File: config.mk
export PLATFORM = sky130hd
export DESIGN_NAME = sadbm_ram
export DESIGN_NICKNAME = d
export VERILOG_FILES = /design/src/hw/rtl/sadbm_ram.sv
export SDC_FILE = /design/constraint.sdc
export NUM_CORES = 2
export LEC_CHECK = 0
export ABC_AREA = 1
export BUFFER_PORTS_ARGS = -buffer_cell sky130_fd_sc_hd__clkbuf_2
export CORE_MARGIN = 8
export CORE_UTILIZATION = 32
export DETAILED_ROUTE_END_ITERATION = 6
export PLACE_DENSITY = 0.47
export SYNTH_ARGS = -nofsm -noshare
export SYNTH_HDL_FRONTEND = slang
export SYNTH_SLANG_ARGS = --single-unit
File: constraint.sdc
create_clock -name clock -period 2.7 [get_ports clock]
set_clock_uncertainty 0.2 [all_clocks]
set_input_delay 0.54 -clock clock [delete_from_list [all_inputs] [get_ports clock]]
set_output_delay 0.54 -clock clock [all_outputs]
set_load 0.02 [all_outputs]
File: src/hw/rtl/sadbm_ram.sv
// sadbm_ram: generic single-port-write, single-port-read RAM with registered read.
// No dependencies.
`timescale 1ns / 1ps
`default_nettype none
module sadbm_ram #(
   parameter int WIDTH = 8,
   parameter int DEPTH = 256
) (
   input  wire logic                     clock,
   input  wire logic                     wr_en,
   input  wire logic [$clog2(DEPTH)-1:0] wr_addr,
   input  wire logic [WIDTH-1:0]         wr_data,
   input  wire logic [$clog2(DEPTH)-1:0] rd_addr,
   output logic      [WIDTH-1:0]         rd_data
);
   logic [WIDTH-1:0] mem [DEPTH];

   always_ff @(posedge clock) begin
      if (wr_en) begin
         mem[wr_addr] <= wr_data;
      end
      rd_data <= mem[rd_addr];
   end
endmodule
`default_nettype wire

Word level (Yosys, flattened, before mapping)
Memories as Yosys holds them, arrays and structs flattened. A register that Yosys moved wholly into a read port is not among the register bits.
Cells that the tools add are included.
Widths: inputs -> output; s select.
- register bits after elaboration: 0
- bits in latches: 0
- bits in writable memories: 2048
- bits in read-only memories: 0
- input bits: 26
- logic and storage cells: 3
- memories kept: 1
- add/subtract/negate cells: 0
- $mul: 0
- divide/modulo/power cells: 0
- $lt $le $gt $ge: 0
- eq/ne operators: 0
- shift-type cells: 0
- mux-type cells: 2
- bitwise gates (word level): 0
- reductions and logical operators: 0
- memory list (name ; words ; bits a word ; rd ports ; clocked after memory_dff ; wr ports ; RTL line ; RTL):
    mem ; 256 ; 8 ; 1 ; 1 ; 1 ; 16 ; logic [WIDTH-1:0] mem [DEPTH];
- operators by type and width (operator ; number):
    $mux 1 ; 2

Longest topological paths before layout
- word-level depth: 2
- gate-level depth with buffers: 15

Worst setup path before layout
Ideal clock, no wire load.
- kind: input-to-reg
- start point: in wr_en
- end point: mem mem[162][0], enable pin
- setup time: 0.370 ns
- arrival: 1.661 ns
- required time: 2.130 ns
- setup slack: 0.469 ns
- stages: 4
- path buffers: 2
- path through: clkbuf_1 > nand3_1 > clkbuf_1 > nor2_1
- word-level cells in the longest chain between the ends: 2
- ends and longest elaborated chain (item ; RTL line ; RTL):
    from (decl) ; 10 ; input wire logic wr_en,
    $mux 1 ; 19 ; if (wr_en) begin
    $mux 1 (implied by the code) ; 20 ; mem[wr_addr] <= wr_data;
    to (decl) ; 16 ;
Every way passes these cells.

Worst setup path in the final report
- start point: reg rd_data[3], read port of mem
- end point: out rd_data[3]
- RTL lines (item ; RTL line ; RTL):
    from (decl) ; 14 ; output logic [WIDTH-1:0] rd_data
No word-level cell between the ends.

==> summary.md <==
| Metric | Value |
|---|---|
| Synthesized net count | 7029 |
| Crit path buffers/inverters | 1 |
| Peak VDD IR | 0.000702 V |
| Cells taking the most area after synthesis | edfxtp_1 (74%), nand3_1 (12%), nand2_1 (9.6%) |
| Chip height | 527 µm |
| Drt first pass iters | 5 |
| RePlAce Congestion | 0.847 |
| Synth Instances | 7003 |
| Starting density of the core | 32.1% |
| CTS-repair resized insts | 0 |
| Most common flop cell mapped by yosys | edfxtp_1 |
| Clock Tree Buf Depth | 3 |
| Leak Pwr | 0.0353 µW |
| Antenna violations before repair | 13 |
| Worst-path fanout max | 1 |
| WP depth | 1 |
| FF-to-FF End | rd_data[6] |
| Reg2Reg Launch Point | mem[129][6] |
| CTS sink cnt | 2056 |
| Max-cap violation count | 0 |
| Routed Antenna Nets | 0 |
| Overall power | 69600 µW |
| Power Density | 699 nW/µm² |
| Via count | 55690 |
| First-pass GRT wire length | 383000 µm |
| Detailed placement HPWL | 165000 µm |
| Layout Nets | 7483 |
| CTS H-tree depth | 4 |
| Worst Path Arrival | 1750 ps |
| Area Growth Syn to Fin | 19.5% |
| Delay-heaviest family, CP | flip-flops |
| Worst-Margin Slew | 656 ps |
| All-layer global routing usage | 18.4% |
| Final setup viols | 0 |
| CTS Buf Count | 218 |
| CP Cell Sequence | clkbuf_2 |
| Mean Syn Cell Area | 11.9 µm² |
| Avg WL per Cell | 23.8 µm |
| Grt ovf | 0 |
| Setup crit start kind | register |
| Core area | 259000 µm² |
| Worst Setup EP | rd_data[3] |
| Fraction of the yosys area taken by sequential cells | 73.9% |
| Post-Layout Cell Count | 11055 |
| Final slew viol count | 0 |
| Status | complete, no violations |
| Maximum number of pins on one net before global-route repair | 90 |
| Cell with the most instances after synthesis | nand2_1 |
| Ys async rst share | 0% |
| DRC Markers | 0 |
| Placed insts | 10630 |
| Clock Tree Root | clkbuf_16 |
| Post-synth EDFFs | 2048 |
| Warnings from Yosys | 0 |
| Initial DRC Count | 5344 |
| Setup ws final | 206 ps |
| Clock latency on the worst-skew pair | 890 ps |
| Critical path class | reg -> out |
| Highest Clock Rate | 401 MHz |
| Seq cells post-synth | 2056 |
| Port-buffer cells | 33 |
| Number of cells on the worst reg-to-reg path | 11 |
| Die area | 277000 µm² |
| Worst min path class | in -> reg |
| CP peak stage delay | 620 ps |
| Synth unique cells | 14 |
| Top Ports | 34 |
| Fin crit share | 92.4% |
| Hold Fails Final Rpt | 0 |
| RSZ-0062 raised after global routing | no |
| Vias in the first global route | 55062 |
| CP required | 1960 ps |
| Final wirelength | 263000 µm |
| Share of post-route cells with drive strength above 1 | 13.6% |
| Syn Std Cell Area | 83400 µm² |
| R2R setup slack | 560 ps |
| Top-area cell type share of the netlist area | 73.7% |
| Crit path launch | rd_data[3] |
| CP endpoint kind | output pin |
| Dpl ws | -518 ps |
| Slew headroom | 56.3% |
| Rows | 187 |
| Clock-pin slew on the worst setup and hold paths | 60 ps |
| Vias/cell | 5.04 |
| Yosys top cell by area | edfxtp_1 |
| Slowest-stage cell, CP | dfxtp_1 |
| Synth top cells by count | nand2_1 (2123), edfxtp_1 (2048), nand3_1 (2019) |
| Die X | 527 µm |
| Post-layout min period | 2490 ps |
| CTS tree | yes |
| Hold Slack | 210 ps |
[stage by stage]
step	util, %	cell area, µm²	TNS, ps
after floorplan	-	83400	0
after CTS	38.4	99600	0
after detailed placement	35.6	92500	-3150
after global routing	38.4	99600	0
after global placement	35.6	92500	-3310
final	38.4	99600	0
[flip-flops by register name, indices dropped and copies added (netlist names)]
name     cells
rd_data      8
mem       2048
[layout make-up]
cell class | instances | area (µm²)
tap | 3402 | 4260
antenna | 5 | 12.5
multi-input combinational | 4425 | 19200
inverter | 39 | 180
clock inverter | 153 | 1440
fill | 24720 | 160000
sequential | 2056 | 61700
clock buffer | 258 | 5630
timing repair buffer | 717 | 7290
[metal layers]
metal / up-vias / wire length, µm / global-route usage, % / part of all wire [%]
li1: 25823 / - / - / -
met1: 27987 / 116000 / 25.4 / 44
met2: 1533 / 124000 / 30.2 / 47
met3: 347 / 15100 / 2.90 / 5.8
met4: 0 / 7490 / 5.28 / 2.8
met5: - / 0 / 0 / 0
[worst min-delay path by stage]
stage,startpoint,to,slack (ps),cells past startpoint
3_3_place_gp,wr_data[0],mem[110][0],630,1
3_5_place_dp,wr_data[0],mem[110][0],630,1
4_1_cts,wr_addr[5],mem[65][2],130,4
6_report,wr_addr[5],mem[65][2],210,4
2_1_floorplan,wr_data[0],mem[0][0],440,0
5_1_grt,wr_addr[5],mem[65][2],190,4
[cell families (layout without fill, tap and decap cells)]
kind of cell / Yosys count / count (layout) / synth area share (%)
flip-flops: 2056 / 2056 / 73.9
buffers and inverters: 522 / 1167 / 3.12
other: 0 / 5 / 0
AND/OR/NAND/NOR: 4425 / 4425 / 22.9
[placed cells by master (no fill, tap or decap), types with 5 or more instances in the layout]
cell type      Yosys  final
clkinv_8           0      7
nor2_1           283    283
buf_8              1     11
nand2_1         2123   2110
inv_1             36     34
bufinv_16          0     20
nand3_1         2019   2019
buf_12             0    148
clkinv_1           0     61
clkinv_16          0      5
nand2_2            0     13
clkbuf_2           0     20
clkinvlp_4         0     14
clkbuf_16          0    219
edfxtp_1        2048   2048
dfxtp_1            8      8
diode_2            0      5
dlygate4sd3_1      0      9
clkbuf_1         112     39
clkinv_2           0     42
buf_4             46    528
[where the power goes]
| part | switching, µW | internal [µW] | leakage [µW] | total [µW] |
|---|---|---|---|---|
| clock | 12800 | 16800 | 0.00341 | 29600 |
| sequential | 61.4 | 35200 | 0.0185 | 35200 |
| combinational | 3360 | 1420 | 0.0134 | 4790 |
| total | 16200 | 53400 | 0.0353 | 69600 |
[timing repair]
item / 4_1_cts / 5_1_grt
hold buffers: 9 / 0
buffers inserted: 0 / 0
setup endpoints to repair: 0 / 0
hold endpoints to repair: 217 / 0
(Power assumes the default switching activity.)
