### src/hw/rtl/sadbm_divider.sv
// sadbm_divider: restoring divider, one quotient bit per cycle.
// Depends on nothing; used by the core for the sub-pixel correction.
`timescale 1ns / 1ps
`default_nettype none
module sadbm_divider #(
   parameter int NW = 26,
   parameter int DW = 19
) (
   input  wire logic          clock,
   input  wire logic          reset,
   input  wire logic          start,
   input  wire logic [NW-1:0] numer,
   input  wire logic [DW-1:0] denom,
   output logic               done,
   output logic      [NW-1:0] quot
);
   localparam int CW = $clog2(NW + 1);

   logic [NW-1:0] quot_ff, quot_in;
   logic [DW:0]   rem_ff, rem_in;
   logic [DW-1:0] den_ff, den_in;
   logic [CW-1:0] cnt_ff, cnt_in;
   logic          busy_ff, busy_in;
   logic          done_ff, done_in;
   logic [DW:0]   trial;

   // one shift-subtract step per cycle
   always_comb begin
      quot_in = quot_ff;
      rem_in  = rem_ff;
      den_in  = den_ff;
      cnt_in  = cnt_ff;
      busy_in = busy_ff;
      done_in = 1'b0;
      trial   = {rem_ff[DW-1:0], quot_ff[NW-1]};
      if (start) begin
         quot_in = numer;
         rem_in  = '0;
         den_in  = denom;
         cnt_in  = CW'(NW);
         busy_in = 1'b1;
      end else if (busy_ff) begin
         if (trial >= {1'b0, den_ff}) begin
            rem_in  = trial - {1'b0, den_ff};
            quot_in = {quot_ff[NW-2:0], 1'b1};
         end else begin
            rem_in  = trial;
            quot_in = {quot_ff[NW-2:0], 1'b0};
         end
         cnt_in = cnt_ff - 1'b1;
         if (cnt_ff == CW'(1)) begin
            busy_in = 1'b0;
            done_in = 1'b1;
         end
      end
   end

   always_ff @(posedge clock) begin
      if (reset) begin
         busy_ff <= 1'b0;
         done_ff <= 1'b0;
         cnt_ff  <= '0;
      end else begin
         busy_ff <= busy_in;
         done_ff <= done_in;
         cnt_ff  <= cnt_in;
      end
      quot_ff <= quot_in;
      rem_ff  <= rem_in;
      den_ff  <= den_in;
   end

   assign done = done_ff;
   assign quot = quot_ff;
endmodule
`default_nettype wire

### config.mk
export PLATFORM = sky130hd
export DESIGN_NAME = sadbm_divider
export DESIGN_NICKNAME = d
export VERILOG_FILES = /design/src/hw/rtl/sadbm_divider.sv
export SDC_FILE = /design/constraint.sdc
export NUM_CORES = 1
export LEC_CHECK = 0
export ABC_AREA = 0
export BUFFER_PORTS_ARGS = -buffer_cell sky130_fd_sc_hd__buf_2
export CELL_PAD_IN_SITES_DETAIL_PLACEMENT = 0
export CELL_PAD_IN_SITES_GLOBAL_PLACEMENT = 1
export CORE_MARGIN = 4
export CORE_UTILIZATION = 39
export DETAILED_ROUTE_END_ITERATION = 6
export PLACE_DENSITY_LB_ADDON = 0.1
export SLEW_MARGIN = 20
export SYNTH_ARGS = -nofsm -noshare
export SYNTH_HDL_FRONTEND = slang
export SYNTH_SLANG_ARGS = --single-unit
### constraint.sdc
create_clock -name clock -period 2.51 [get_ports clock]
set_input_delay 0.502 -clock clock [delete_from_list [all_inputs] [get_ports clock]]
set_output_delay 0.502 -clock clock [all_outputs]
set_load 0.01 [all_outputs]
=== Word-level counts from Yosys, hierarchy flattened ===
Cells that the tools add are included.

* Reductions and logical operators: 3
* Bitwise operators: 1
* Equality and inequality tests: 1
* Add/sub/neg operators: 2
* Div/mod/pow operators: 0
* Multipliers: 0
* Order comparisons: 1
* Multiplexer cells: 10
* Shifts and indexed selects: 0

{| class="wikitable"
|+ Operator list
! kind !! count
|-
| $mux W26 || 2
|-
| $ge A20 B19 Y1 || 1
|-
| $mux W19 || 1
|-
| $sub A19 B19 Y19 || 1
|-
| $mux W5 || 2
|-
| $eq A5 B1 Y1 const B || 1
|-
| $mux W1 || 5
|-
| $sub A5 B1 Y5 const B || 1
|-
| $reduce_or A3 Y1 || 1
|-
| $reduce_bool A2 Y1 || 1
|-
| $reduce_or A2 Y1 || 1
|-
| $not A1 Y1 || 1
|}

* Bits in writable memories: 0
* Memories: 0
* Logic and storage cells: 25
* Bits in registers: 71
* Bits in latches: 0
* Input bits: 48
* Output and inout port bits: 27
* Memory bits (read-only): 0

=== Longest topological paths before layout ===
* Depth in word-level cells: 4
* Mapped depth: 12
* Mapped depth without buffers: 11

=== Worst setup path before layout ===
Ideal clock, no wire load.

* Path type: register to register
* Start point: register quot_ff[25] (netlist: quot[25])
* End point: register rem_ff[14]
* Arrival: 2388 ps
* Library setup time: 87 ps
* Stages on the path, launching flop included: 12
* Data required time: 2423 ps
* Path slack: 35 ps
* Path through: edfxtp_1 inv_1 ha_1 fa_1 nor2b_4 o2111ai_2 a31oi_2 a21o_1 a21oi_1 o31a_1 xor2_1 o31ai_1

* Word-level cells in the longest chain between the ends: 2

{| class="wikitable"
|+ Ends and longest elaborated chain
! what !! line !! source
|-
| start: declaration || 19 || <nowiki>logic [NW-1:0] quot_ff, quot_in;</nowiki>
|-
| start signal: assignment || 68 || <nowiki>quot_ff <= quot_in;</nowiki>
|-
| $sub A19 B19 Y19 or $ge A20 B19 Y1 (tied branches) || 44, 43 ||
|-
| $mux W19 * || 43 || <nowiki>if (trial >= {1'b0, den_ff}) begin</nowiki>
|-
| end signal: assignment || 69 || <nowiki>rem_ff <= rem_in;</nowiki>
|-
| end: declaration || 20 || <nowiki>logic [DW:0] rem_ff, rem_in;</nowiki>
|}

Mark *: on every way between the ends. The rest lies on a longest branch, timed or not.
A chain may end at the register's enable or synchronous reset.

=== Worst setup path in the final report ===
* Start point: register den_ff[11]
* End point: register rem_ff[16]

* Word-level cells in the longest chain between the ends: 2

{| class="wikitable"
|+ Ends and longest elaborated chain
! what !! line !! source
|-
| start: declaration || 21 || <nowiki>logic [DW-1:0] den_ff, den_in;</nowiki>
|-
| start signal: assignment || 70 || <nowiki>den_ff <= den_in;</nowiki>
|-
| $sub A19 B19 Y19 or $ge A20 B19 Y1 (tied branches) || 44, 43 ||
|-
| $mux W19 * || 43 ||
|}

Marks and branches as above.

==> results.md <==
- CTS tree: done
- Net count after synthesis: 410
- Cell Pwr Density: 602 nW/µm²
- Ant diodes: 0
- Die height: 107 µm
- Io pins: 75
- CP max stage cell: edfxtp_1
- CTS buffer count: 9
- Crit path largest cell delay: 370 ps
- Fmax: 408 MHz
- Async S/R FF share, synth: 0
- Final Non-Filler Cells: 572
- Clk sinks: 71
- Final WL: 8.34 mm
- Initial DRC Count: 66
- Fin. max-slew vios: 0
- Core Area: 9370 µm²
- Htree depth: 3
- Via Count: 2838
- Final ANT Viol Nets: 0
- Post-DP HPWL: 6.05 mm
- I/O Buffers: 74
- First-pass GRT wire length: 13.6 mm
- Worst Tran Pin Value: 634 ps
- Site Rows: 35
- Outcome: finished, final reports clean
- Top delay family on crit path: compound AO/OA/AOI/OAI gates
- Post-route cell area: 4790 µm²
- Synth area leader: edfxtp_1
- Setup crit end kind: flip-flop
- Clock slew at reported path FFs: 90 ps
- Total Power: 0.00289 W
- Top-area cell type share of the netlist area: 0.356
- Final GP Congestion: 0.837
- Share of cells above drive strength 1: 0.379
- Area grow syn2layout: 26.4%
- Critical Path Start Type: flip-flop
- Tcrit/Tclk final: 0.975
- Gr ovfl total: 0
- RSZ-0062 raised after global routing: yes
- Filler cells: 910
- Final Critical Period: 2450 ps
- Remaining DRCs: 0
- Starting Density: 0.405
- Peak supply drop: 0.000292 V
- Initial DRT Pass Iterations: 4
- Post-synth EDFFs: 45
- Initial antenna violation count: 0
- Req. time, crit path: 2740 ps
- Hold Path Class: in2reg
- Main flop type after synthesis: edfxtp_1
- Clk root buf: clkbuf_8
- Placed instance area: 4470 µm²
- Vias in the first global route: 2806
- CP Buf/Inv Count: 3
- Nets: 508
- CP max FO: 15
- Via-to-Cell Ratio: 4.96
- Crit-path cells: inv_1 -> ha_2 -> a21oi_1 -> o21ai_2 -> buf_4 -> a2111oi_4 -> a21o_2 -> buf_12 -> mux2i_4 -> a211oi_2
- Mapped cell area: 3790 µm²
- Synth top area cells: edfxtp_1 (36%), dfxtp_1 (14%), mux2_2 (7.4%)
- Die area: 11400 µm²
- WL per Instance: 14.6 µm
- Critical Path AT: 2670 ps
- Worst Setup Path Type: reg2reg
- Post-CTS Hold Buffers: 0
- Number of synthesized register bits: 71
- Setup Skew: 13.1 ps
- Final count of hold timing violations: 0
- Worst-case clock buffer depth: 2
- Syn Inst Count: 340
- Placed insts: 554
- Seq/Total Area, Yosys: 0.494
- Largest net degree at the start of global routing: 28
- Leakage: 2.09 nW
- Netlist cell types: 52
- Worst-Skew Late Latency: 350 ps
- Syn. warnings: 0
- Setup violations, final: 0
- Max cap viols: 0
- Max_slew headroom: 0.576
- Post-Syn Area per Cell: 11.2 µm²
- GRT Overall Usage: 0.150
- Die width: 107 µm
==> what timing repair did <==
action | 4_1_cts | 5_1_grt
endpoints found under the setup margin | 5 | 20
gates resized for setup | 9 | 18
buffers inserted | 1 | 1
pin swaps | 4 | 7
cloned | 0 | 0
==> cell usage after synthesis (10+ instances only) <==
library cell	number
edfxtp_1	45
inv_1	25
a21oi_1	21
dfxtp_1	26
nor2_1	31
mux2_2	25
xor2_1	10
nand2_1	13
a21o_1	10
ha_1	21
==> per-layer routing <==
layer	vias to the layer above	part of all wire	global-route usage
met5	-	0	0
met4	0	0.020	0.0630
met3	15	0.049	0.0379
met2	57	0.45	0.223
met1	1322	0.49	0.209
li1	1444	-	-
==> cell families (layout without fill, tap and decap cells) <==
family / Yosys count / count (layout) / share of synthesized area
compound gates: 82 / 82 / 0.155
simple gates: 76 / 76 / 0.100
flops: 71 / 71 / 0.494
buf+inv: 39 / 142 / 0.0426
mux: 31 / 31 / 0.0901
fa+ha+maj: 22 / 22 / 0.0746
xor+xnor: 19 / 19 / 0.0439
==> area by class of cell <==
type,instances,area (µm²),share of cell area
well taps,129,161,0.0337
clock buffers,10,128,0.0266
multi-input cells,230,1870,0.390
repair buffers,101,602,0.126
flip-flops and latches,71,1870,0.390
clock inverters,6,68.8,0.0144
inverters,25,93.8,0.0196
==> registers in the layout, summed over array words and instances (netlist names) <==
signal and cells:
busy_ff 1, rem_ff 19, den_ff 19, done 1, cnt_ff 5, quot 26
==> path summary, 6_finish.rpt <==
check | cells past startpoint | startpoint | slack, ps | to
worst max-delay path | 10 | den_ff[11] | 60 | rem_ff[16]
worst min-delay path | 1 | denom[15] | 320 | den_ff[15]
worst max register to register | 10 | den_ff[11] | 60 | rem_ff[16]
worst min register to register | 2 | rem_ff[4] | 470 | rem_ff[4]
==> cells in the final DEF (no fill, tap or decap), drive strengths merged, types with 2 or more instances in the layout <==
cell / Yosys / final
nor2: 31 / 31
o21ai: 11 / 11
mux2: 25 / 25
clkbuf: 9 / 10
buf: 5 / 101
dfxtp: 26 / 26
a21o: 11 / 11
and4: 3 / 3
mux2i: 6 / 6
a32oi: 4 / 4
nor2b: 8 / 8
inv: 25 / 26
xnor2: 9 / 9
a21oi: 21 / 21
a211o: 2 / 2
ha: 21 / 21
xor2: 10 / 10
a31oi: 8 / 8
nand4: 2 / 2
o22ai: 3 / 3
nand2b: 4 / 4
a211oi: 8 / 8
edfxtp: 45 / 45
clkinvlp: 0 / 4
nand2: 13 / 13
nor3: 9 / 9
o21bai: 3 / 3
==> through the flow <==
| step | TNS [ps] | worst slack (ps) | utilization | hold WS, ps |
|---|---|---|---|---|
| floorplan | 0 | 35.3 | - | 444 |
| global placement | -27.7 | -27.7 | 0.477 | 464 |
| global route | -382 | -68.7 | 0.511 | 299 |
| finish | 0 | 61.9 | 0.511 | 317 |
| detailed placement | -53.1 | -53.1 | 0.477 | 474 |
| CTS | -2.05 | -2.05 | 0.503 | 297 |
==> power by group <==
group	total [W]	switching, W	leakage [nW]	internal [W]
Combinational	0.000570	0.000290	1.34	0.000280
Clock	0.000924	0.000461	0.0851	0.000462
Sequential	0.00139	0.0000474	0.661	0.00135
Note: power is estimated with default switching activity, not from simulation.
